File: src/rtl/core/jsc_pkg.sv
// Shared types, constants and helper functions of the JSON syntax checker.
package jsc_pkg;

	// Stack sizing
	localparam int MAX_DEPTH = 64;
	localparam int LVL_W     = $clog2(MAX_DEPTH + 1);
	localparam int IDX_W     = (MAX_DEPTH > 1) ? $clog2(MAX_DEPTH) : 1;

	// Verdict codes
	localparam logic [1:0] V_PENDING = 2'd0;
	localparam logic [1:0] V_VALID   = 2'd1;
	localparam logic [1:0] V_ERROR   = 2'd2;
	localparam logic [1:0] V_DEEP    = 2'd3;

	// Literal kinds
	localparam logic [1:0] LIT_TRUE  = 2'd0;
	localparam logic [1:0] LIT_FALSE = 2'd1;
	localparam logic [1:0] LIT_NULL  = 2'd2;

	// Parser modes, one-hot
	typedef enum logic [11:0] {
		M_FIRST     = 12'b0000_0000_0001,
		M_VALUE     = 12'b0000_0000_0010,
		M_ARR_FIRST = 12'b0000_0000_0100,
		M_OBJ_FIRST = 12'b0000_0000_1000,
		M_KEY       = 12'b0000_0001_0000,
		M_STRING    = 12'b0000_0010_0000,
		M_COLON     = 12'b0000_0100_0000,
		M_SIGN      = 12'b0000_1000_0000,
		M_DIGITS    = 12'b0001_0000_0000,
		M_LITERAL   = 12'b0010_0000_0000,
		M_AFTER     = 12'b0100_0000_0000,
		M_DONE      = 12'b1000_0000_0000
	} mode_t;

	// Per-document parser state
	typedef struct packed {
		mode_t             mode;
		logic [LVL_W-1:0]  level;
		logic [1:0]        kind;
		logic [2:0]        pos;
		logic              esc;
		logic              key;
		logic [1:0]        held;
	} state_t;

	// Stack operation for one transfer
	typedef struct packed {
		logic en;
		logic push;
		logic pop;
		logic obj;
	} stk_ctrl_t;

	function automatic logic is_space(input logic [7:0] c);
		return c inside {8'h20, 8'h0D, 8'h0A, 8'h09};
	endfunction

	function automatic logic is_digit(input logic [7:0] c);
		return c inside {[8'h30:8'h39]};
	endfunction

	// Length of each literal word
	function automatic logic [2:0] lit_len(input logic [1:0] kind);
		logic [2:0] len;
		case (kind)
			LIT_TRUE:  len = 3'd4;
			LIT_FALSE: len = 3'd5;
			LIT_NULL:  len = 3'd4;
			default:   len = 3'd0;
		endcase
		return len;
	endfunction

	// Character of a literal word at a position
	function automatic logic [7:0] lit_char(input logic [1:0] kind, input logic [2:0] pos);
		logic [7:0] ch;
		ch = 8'h00;
		case (kind)
			LIT_TRUE: begin
				case (pos)
					3'd0:    ch = "t";
					3'd1:    ch = "r";
					3'd2:    ch = "u";
					3'd3:    ch = "e";
					default: ch = 8'h00;
				endcase
			end
			LIT_FALSE: begin
				case (pos)
					3'd0:    ch = "f";
					3'd1:    ch = "a";
					3'd2:    ch = "l";
					3'd3:    ch = "s";
					3'd4:    ch = "e";
					default: ch = 8'h00;
				endcase
			end
			LIT_NULL: begin
				case (pos)
					3'd0:    ch = "n";
					3'd1:    ch = "u";
					3'd2:    ch = "l";
					3'd3:    ch = "l";
					default: ch = 8'h00;
				endcase
			end
			default: ch = 8'h00;
		endcase
		return ch;
	endfunction

	// Value complete: final at top level, otherwise wait for a separator
	function automatic state_t value_done(input state_t s);
		state_t n;
		n = s;
		if (s.level == '0) begin
			n.held = V_VALID;
			n.mode = M_DONE;
		end else begin
			n.mode = M_AFTER;
		end
		return n;
	endfunction

endpackage

File: src/rtl/core/jsc_step.sv
// Next-state and verdict logic for one byte of text.
module jsc_step (
	input  jsc_pkg::state_t           st,
	input  logic                      top_obj,
	input  logic [7:0]                c,
	input  logic                      last,
	output jsc_pkg::state_t           st_next,
	output jsc_pkg::stk_ctrl_t        stk,
	output logic [1:0]                verdict,
	output logic [6:0]                depth,
	output logic                      doc_end
);

	jsc_pkg::state_t n;
	logic            obj;
	logic            do_start;
	logic            do_after;
	logic            do_close;
	logic            ended;

	always_comb begin
		n        = st;
		stk      = '0;
		do_start = 1'b0;
		do_after = 1'b0;
		do_close = 1'b0;
		obj      = (st.level != '0) ? top_obj : 1'b0;

		// Per-mode handling of the byte
		case (st.mode)
			jsc_pkg::M_FIRST, jsc_pkg::M_VALUE: begin
				do_start = !jsc_pkg::is_space(c);
			end
			jsc_pkg::M_ARR_FIRST: begin
				if (c == "]")
					do_close = 1'b1;
				else
					do_start = !jsc_pkg::is_space(c);
			end
			jsc_pkg::M_OBJ_FIRST, jsc_pkg::M_KEY: begin
				if (!jsc_pkg::is_space(c)) begin
					if (c == "}" && st.mode == jsc_pkg::M_OBJ_FIRST) begin
						do_close = 1'b1;
					end else if (c == "\"") begin
						n.mode = jsc_pkg::M_STRING;
						n.key  = 1'b1;
						n.esc  = 1'b0;
					end else begin
						n.held = jsc_pkg::V_ERROR;
						n.mode = jsc_pkg::M_DONE;
					end
				end
			end
			jsc_pkg::M_STRING: begin
				if (st.esc)
					n.esc = 1'b0;
				else if (c == "\\")
					n.esc = 1'b1;
				else if (c == "\"") begin
					if (st.key)
						n.mode = jsc_pkg::M_COLON;
					else
						n = jsc_pkg::value_done(st);
				end
			end
			jsc_pkg::M_COLON: begin
				if (c == ":")
					n.mode = jsc_pkg::M_VALUE;
				else if (!jsc_pkg::is_space(c)) begin
					n.held = jsc_pkg::V_ERROR;
					n.mode = jsc_pkg::M_DONE;
				end
			end
			jsc_pkg::M_SIGN: begin
				if (jsc_pkg::is_digit(c))
					n.mode = jsc_pkg::M_DIGITS;
				else begin
					n.held = jsc_pkg::V_ERROR;
					n.mode = jsc_pkg::M_DONE;
				end
			end
			jsc_pkg::M_DIGITS: begin
				if (!jsc_pkg::is_digit(c)) begin
					if (st.level == '0) begin
						n.held = jsc_pkg::V_VALID;
						n.mode = jsc_pkg::M_DONE;
					end else begin
						n.mode   = jsc_pkg::M_AFTER;
						do_after = 1'b1;
					end
				end
			end
			jsc_pkg::M_LITERAL: begin
				if (st.pos >= jsc_pkg::lit_len(st.kind) ||
				    jsc_pkg::lit_char(st.kind, st.pos) != c) begin
					n.held = jsc_pkg::V_ERROR;
					n.mode = jsc_pkg::M_DONE;
				end else begin
					n.pos = st.pos + 3'd1;
					if (n.pos >= jsc_pkg::lit_len(st.kind))
						n = jsc_pkg::value_done(n);
				end
			end
			jsc_pkg::M_AFTER: begin
				do_after = 1'b1;
			end
			jsc_pkg::M_DONE: begin
				n = st;
			end
			default: begin
				n.held = jsc_pkg::V_ERROR;
				n.mode = jsc_pkg::M_DONE;
			end
		endcase

		// Start of a value
		if (do_start) begin
			if (c == "{" || c == "[") begin
				if (st.level >= jsc_pkg::LVL_W'(jsc_pkg::MAX_DEPTH)) begin
					n.held = jsc_pkg::V_DEEP;
					n.mode = jsc_pkg::M_DONE;
				end else begin
					stk.push = 1'b1;
					stk.obj  = (c == "{");
					n.level  = st.level + jsc_pkg::LVL_W'(1);
					n.mode   = (c == "{") ? jsc_pkg::M_OBJ_FIRST : jsc_pkg::M_ARR_FIRST;
				end
			end else if (c == "\"") begin
				n.mode = jsc_pkg::M_STRING;
				n.key  = 1'b0;
				n.esc  = 1'b0;
			end else if (c == "t" || c == "f" || c == "n") begin
				n.kind = (c == "t") ? jsc_pkg::LIT_TRUE :
				         ((c == "f") ? jsc_pkg::LIT_FALSE : jsc_pkg::LIT_NULL);
				n.pos  = 3'd1;
				n.mode = jsc_pkg::M_LITERAL;
			end else if (c == "-") begin
				n.mode = jsc_pkg::M_SIGN;
			end else if (jsc_pkg::is_digit(c)) begin
				n.mode = jsc_pkg::M_DIGITS;
			end else begin
				n.held = jsc_pkg::V_ERROR;
				n.mode = jsc_pkg::M_DONE;
			end
		end

		// Separator or closer after a value
		if (do_after && !jsc_pkg::is_space(c)) begin
			if (c == ",")
				n.mode = obj ? jsc_pkg::M_KEY : jsc_pkg::M_VALUE;
			else if ((c == "}" && obj) || (c == "]" && !obj))
				do_close = 1'b1;
			else begin
				n.held = jsc_pkg::V_ERROR;
				n.mode = jsc_pkg::M_DONE;
			end
		end

		// Close the innermost container
		if (do_close) begin
			if (st.level != '0) begin
				stk.pop = 1'b1;
				n.level = st.level - jsc_pkg::LVL_W'(1);
			end
			n = jsc_pkg::value_done(n);
		end

		// Text ran out before the verdict was settled
		if (last && n.mode != jsc_pkg::M_DONE) begin
			n.held = (n.mode == jsc_pkg::M_DIGITS && n.level == '0) ?
			         jsc_pkg::V_VALID : jsc_pkg::V_ERROR;
			n.mode = jsc_pkg::M_DONE;
		end

		ended   = (n.mode == jsc_pkg::M_DONE);
		verdict = ended ? n.held : jsc_pkg::V_PENDING;
		depth   = 7'(n.level);
		doc_end = ended;

		// Fresh document after the last byte
		st_next = n;
		if (last) begin
			st_next.mode  = jsc_pkg::M_FIRST;
			st_next.level = '0;
			st_next.kind  = 2'd0;
			st_next.pos   = 3'd0;
			st_next.esc   = 1'b0;
			st_next.key   = 1'b0;
			st_next.held  = jsc_pkg::V_PENDING;
		end
	end

endmodule

File: config.mk
export PLATFORM = sky130hd
export DESIGN_NAME = jsc_step
export DESIGN_NICKNAME = d
export VERILOG_FILES = /design/src/rtl/core/jsc_pkg.sv /design/src/rtl/core/jsc_step.sv
export SDC_FILE = /design/constraint.sdc
export NUM_CORES = 1
export LEC_CHECK = 0
export ABC_CLOCK_PERIOD_IN_PS = 7000
export BUFFER_PORTS_ARGS = -buffer_cell sky130_fd_sc_hd__buf_2
export CAP_MARGIN = 5
export CORE_MARGIN = 2
export CORE_UTILIZATION = 30
export DETAILED_ROUTE_END_ITERATION = 8
export PLACE_DENSITY = 0.52
export RECOVER_POWER = 50
export SLEW_MARGIN = 20
export SYNTH_ARGS = -nofsm -noshare
export SYNTH_HDL_FRONTEND = slang
export SYNTH_SLANG_ARGS = --single-unit
File: constraint.sdc
create_clock -name vclk -period 7
set_clock_uncertainty 0.05 [all_clocks]
set_input_delay 2.1 -clock vclk [all_inputs]
set_output_delay 2.1 -clock vclk [all_outputs]
set_load 0.01 [all_outputs]
==> results.md, run 1 <==
- DIE AREA: 9380 µm²
- Min-delay worst type: primary input to output port
- Vias per cell: 5.79
- Initial antenna violation count: 0
- Post-synthesis mux area share: 0.0513
- Die Wd: 96.8 µm
- Post-synthesis sequential area ratio: 0
- Cell count after synthesis: 406
- Final setup viols: 0
- Vias: 3650
- Starting density of the core: 0.311
- CP Capture Type: output port
- Multi-input logic area: 2530 µm²
- Nets: 576
- RSZ-0062 raised after global routing: true
- 1st-iter DRT viols: 267
- Post-Syn Nets: 455
- Most frequent cells in the layout: 75 x buf_2, 65 x buf_4, 46 x nor2_1, 34 x nand2_1, 20 x nor3_1
- Highest clock rate: 144 MHz
- Leak Pwr: 1.59 nW
- Min Tclk post-route: 6940 ps
- Share of layout cells above drive strength 1: 0.375
- Cells along the critical path: buf_8, inv_6, buf_6, ha_4, nor4_4, nor4_2, or3_4, a2111oi_4, nand4_1, a211oi_2, a21oi_2, o21ai_2, mux2_4, buf_6
- Largest fanout on the critical path: 4
- Drt wl/cell: 16.5 µm
- Slowest cell on the critical path: or3_4
- Startpoint Class: primary input
- Worst vdd ir: 0.0247 mV
- # IOs: 80
- Post-Synth Adder-Cell Area: 0.0532
- CORE AREA: 8300 µm²
- Slew Limit Fails: 0
- Sequential cell area: 0 µm²
- DPL Wire Length: 8.43 mm
- Largest net degree at the start of global routing: 21
- Port Buffers: 79
- FILL cells: 911
- CP peak stage delay: 410 ps
- Final Hold Vio Count: 0
- Synth Area per Inst: 6.37 µm²
- GRT overflow: 0
- Pwr/cell area: 39.9 nW/µm²
- Tot GR Track Use: 0.206
- Row count: 33
- Synthesized cell area: 2580 µm²
- Largest family of logic cells by synthesized area: simple AND/OR/NAND/NOR gates
- Post-synthesis xor/xnor area fraction: 0.0271
- Most common cell after layout, fill and taps aside: buf_2
- Final Cycle Share: 0.991
- Diodes inserted: 0
- Worst Path Arrival: 4790 ps
- Fin util: 0.441
- Synth Warn #: 0
- First-pass GRT wire length: 16.7 mm
- Clock buf count: 0
- DRC: 0
- Run status: completed
- Vert. Die Dim: 96.8 µm
- Area share of and/or/nand/nor cells after synthesis: 0.509
- Post-synthesis compound-gate area fraction: 0.279
- Seq cells: 0
- P&R area growth vs syn: 41.6%
- Routed Antenna Nets: 0
- Most frequent CP cell: buf_6
- Drt pass-1 iters: 5
- Max Cap Viol: 0
- Vias in the first global route: 3348
- WS Path Type: primary input to output port
- Routability Congestion: 0.964
- Drt total wl: 10.4 mm
- Netlist cell types: 78
- CP Data Required Time: 4850 ps
- Setup tns final: 0 ps
-- synthesized netlist by cell type, types with 4 or more instances --
library cell	count	area [µm²]
nand2_1	34	128
mux2i_1	8	80.1
clkbuf_1	18	67.6
a21oi_1	18	90.1
o32ai_1	4	35.0
xor2_1	4	35.0
or2_2	6	37.5
o21ai_1	4	20.0
o211ai_1	6	45.0
inv_1	15	56.3
o21ai_0	20	100
nor2_1	46	173
ha_1	11	138
and4_1	4	35.0
buf_2	6	30.0
o21a_1	4	30.0
nor4_1	7	43.8
nor2b_1	14	87.6
nand2b_1	16	100
and3_1	9	56.3
o22ai_1	4	25.0
nor3_1	20	100
a211oi_1	8	60.1
nand4_1	16	100
a22oi_1	5	37.5
or4_1	5	37.5
and2_1	6	37.5
nand3_1	7	35.0
or3_1	6	37.5
xnor2_1	4	35.0
-- metal layers --
metal / up-vias / part of all wire / track usage
met5: - / 0 / 0
met4: 0 / 0.013 / 0.0217
met3: 14 / 0.062 / 0.0166
met2: 143 / 0.47 / 0.341
met1: 1721 / 0.46 / 0.301
li1: 1772 / - / -
-- cells by family after synthesis --
family | count (synthesis)
compound gates | 105
xor+xnor | 8
fa+ha+maj | 11
buf+inv | 44
mux | 12
other cells | 1
simple gates | 225
-- repair_timing --
| item | 4_1_cts | 5_1_grt |
|---|---|---|
| endpoints found under the setup margin | 7 | 12 |
| gates resized for setup | 4 | 35 |
| pin swaps | 7 | 12 |
| hold buffers | 0 | 0 |
| buffers inserted | 1 | 2 |
-- path summary, 6_finish.rpt --
path	start	endpoint	slack, ps	depth (start not counted)
max	st[4]	verdict[1]	60	14
min	st[10]	depth[1]	4580	4
-- stage by stage --
step	total power, W	cells	hold slack, ps	cell area [µm²]	setup slack [ps]
after floorplan	0.0000783	406	4270	2610	15.2
after global placement	0.000133	628	4570	3490	-138
after detailed placement	0.000134	628	4580	3490	-183
after CTS	0.000137	629	4580	3520	-27.2
after global routing	0.000160	630	4610	3660	-55.1
final	0.000146	630	4580	3660	60.8
-- area by class of cell --
cell class	count	share of cell area
Multi-Input combinational cell	362	0.691
Timing Repair Buffer	146	0.251
Tap cell	105	0.0359
Inverter	17	0.0222
-- worst max-delay path: cells and delay by family --
kind	cells	cell delay (ps)
AO/OA/AOI/OAI	4	890
adder cells (fa/ha/maj)	1	170
buffers and inverters	4	350
multiplexers	1	320
AND/OR/NAND/NOR	4	970
-- report_power, final --
part           internal [W]  switching, W  leakage [nW]
sequential                0             0             0
combinational     0.0000633     0.0000828          1.59
clock                     0             0             0
Power figures use the tool's default switching activity.
==> inputs of run 2 (changes only) <==
--- a/config.mk
+++ b/config.mk
@@ -11,7 +11,7 @@
 export CORE_MARGIN = 2
 export CORE_UTILIZATION = 30
 export DETAILED_ROUTE_END_ITERATION = 8
-export PLACE_DENSITY = 0.52
+export PLACE_DENSITY = 0.5
 export RECOVER_POWER = 50
 export SLEW_MARGIN = 20
 export SYNTH_ARGS = -nofsm -noshare
==> run 2 against run 1 <==
Net effect:
- the flow now finishes with violations (setup timing)
- die area unchanged
- sequential share of layout area unchanged
- count of clock-buffer cells in the layout unchanged
- final area increased by 3.1%
- combinational power increased by 3%
- critical path type unchanged
==> results.md, run 2 (same netlist as run 1, synthesis figures left out) <==
- Pwr Total: 0.000150 W (+2.5%)
- Leak Pwr: 1.64 nW (+3.0%)
- Pwr/cell area: 39.6 nW/µm² (-0.66%)
- Final WS setup: -38.4 ps (-99.2 ps)
- Max Cap Viol: 0 (unchanged)
- Hold buffers post-CTS: 0 (unchanged)
- Most common cell after layout, fill and taps aside: buf_4
- Drt total wl: 10.4 mm (-0.21%)
- Row count: 33 (unchanged)
- FILL cells: 899 (-1.3%)
- Initial antenna violation count: 0 (unchanged)
- DPL Wire Length: 8.45 mm (+0.25%)
- Placed inst area: 3590 µm² (+2.8%)
- DRC: 0 (unchanged)
- Port Buffers: 79 (unchanged)
- Setup tns final: -38.4 ps (-38.4 ps)
- Highest clock rate: 142 MHz (-1.4%)
- Most frequent CP cell: buf_6
- Run status: finished with violations
- Routed Antenna Nets: 0 (unchanged)
- Largest fanout on the critical path: 4 (unchanged)
- Seq cells: 0 (unchanged)
- Vias per cell: 5.62 (-3.0%)
- Relative slew slack: 0.577
- Cells along the critical path: buf_6, inv_6, buf_6, ha_4, nor4_4, nor4_2, or3_4, a2111oi_4, nand4_1, a211oi_2, a21oi_2, o21ai_2, mux2_4, buf_6
- Multi-input logic area: 2550 µm² (+0.74%)
- Drt wl/cell: 16.1 µm (-2.2%)
- Diodes inserted: 0 (unchanged)
- CP Capture Type: output port
- Final setup viols: 1 (+1)
- Final Hold Vio Count: 0 (unchanged)
- Cell area after layout: 3780 µm² (+3.1%)
- Starting density of the core: 0.311 (unchanged)
- DIE AREA: 9380 µm² (unchanged)
- Vias in the first global route: 3329 (-0.57%)
- Drt pass-1 iters: 5 (unchanged)
- Startpoint Class: primary input
- CP peak stage delay: 430 ps (+20 ps)
- Placement-stage worst setup slack: -242 ps (-59.0 ps)
- # IOs: 80 (unchanged)
- Tot GR Track Use: 0.205 (-0.00195)
- Worst Path Arrival: 4890 ps (+100 ps)
- Slew Limit Fails: 0 (unchanged)
- Vert. Die Dim: 96.8 µm (unchanged)
- P&R area growth vs syn: 46.1%
- Die Wd: 96.8 µm (unchanged)
- Worst vdd ir: 0.0324 mV (+31%)
- 1st-iter DRT viols: 195 (-27%)
- Slowest cell on the critical path: a2111oi_4
- Worst Path Buf+Inv: 4 (unchanged)
- GRT overflow: 0 (unchanged)
- Vias: 3613 (-1.0%)
- Nets: 589 (+2.3%)
- Routability Congestion: 1.00 (+4.2%)
- CORE AREA: 8300 µm² (unchanged)
- Most frequent cells in the layout: 78 x buf_4, 69 x buf_2, 45 x nor2_1, 33 x nand2_1, 20 x nor3_1
- RSZ-0062 raised after global routing: true
- CP Data Required Time: 4850 ps (about the same)
- Pin slew with the least headroom to its limit: 634 ps
- First-pass GRT wire length: 16.5 mm (-1.4%)
- Share of layout cells above drive strength 1: 0.388 (+0.0132)
- Final Cycle Share: 1.01 (+0.0142)
- Sequential cell area: 0 µm² (unchanged)
- Min-delay worst type: primary input to output port
- Min Tclk post-route: 7040 ps (+99.2 ps)
- WS Path Type: primary input to output port
- Largest net degree at the start of global routing: 21 (unchanged)
- Largest delay share family, worst path: simple AND/OR/NAND/NOR gates
- Failing checks: setup timing
- Clock buf count: 0 (unchanged)
-- run 2: cell count changes in the layout (fill, tap and decap cells not counted), sizes merged --
| cell | previous run | this run |
|---|---|---|
| clkbuf | 2 | 6 |
| buf | 144 | 153 |
-- run 2: where the power goes --
group | switching [W] | leakage, nW | internal, W
Combinational | 0.0000834 | 1.64 | 0.0000662
Clock | 0 | 0 | 0
Sequential | 0 | 0 | 0
-- run 2: worst paths after layout --
kind,start,endpoint,slack (ps),cells after the start
setup / recovery,st[4],verdict[1],-40,14
hold / removal,st[3],st_next[3],4590,4
-- run 2: final cells by class --
cell class                      count  share of cell area
Inverter                           17              0.0222
Multi-Input combinational cell    362               0.675
Tap cell                          105              0.0348
Timing Repair Buffer              159               0.268
-- run 2: per-layer routing --
layer | share of wire | routed length [µm] | GRT usage | vias to the layer above
li1 | - | - | - | 1799
met1 | 0.46 | 4760 | 0.290 | 1682
met2 | 0.48 | 4920 | 0.353 | 117
met3 | 0.045 | 467 | 0.00867 | 15
met4 | 0.020 | 206 | 0.0238 | 0
met5 | 0 | 0 | 0 | -
-- run 2: repair_timing --
item                                    4_1_cts  5_1_grt
pin swaps                                     5       21
setup buffers                                 0        2
gates resized for setup                       5       41
endpoints found under the setup margin       11       11
-- run 2: stage by stage --
step,utilization,hold slack (ps),std cells
4_1_cts,0.437,4600,641
2_1_floorplan,-,4270,406
6_report,0.455,4590,643
3_5_place_dp,0.432,4600,641
3_3_place_gp,0.432,4590,641
5_1_grt,0.455,4620,643
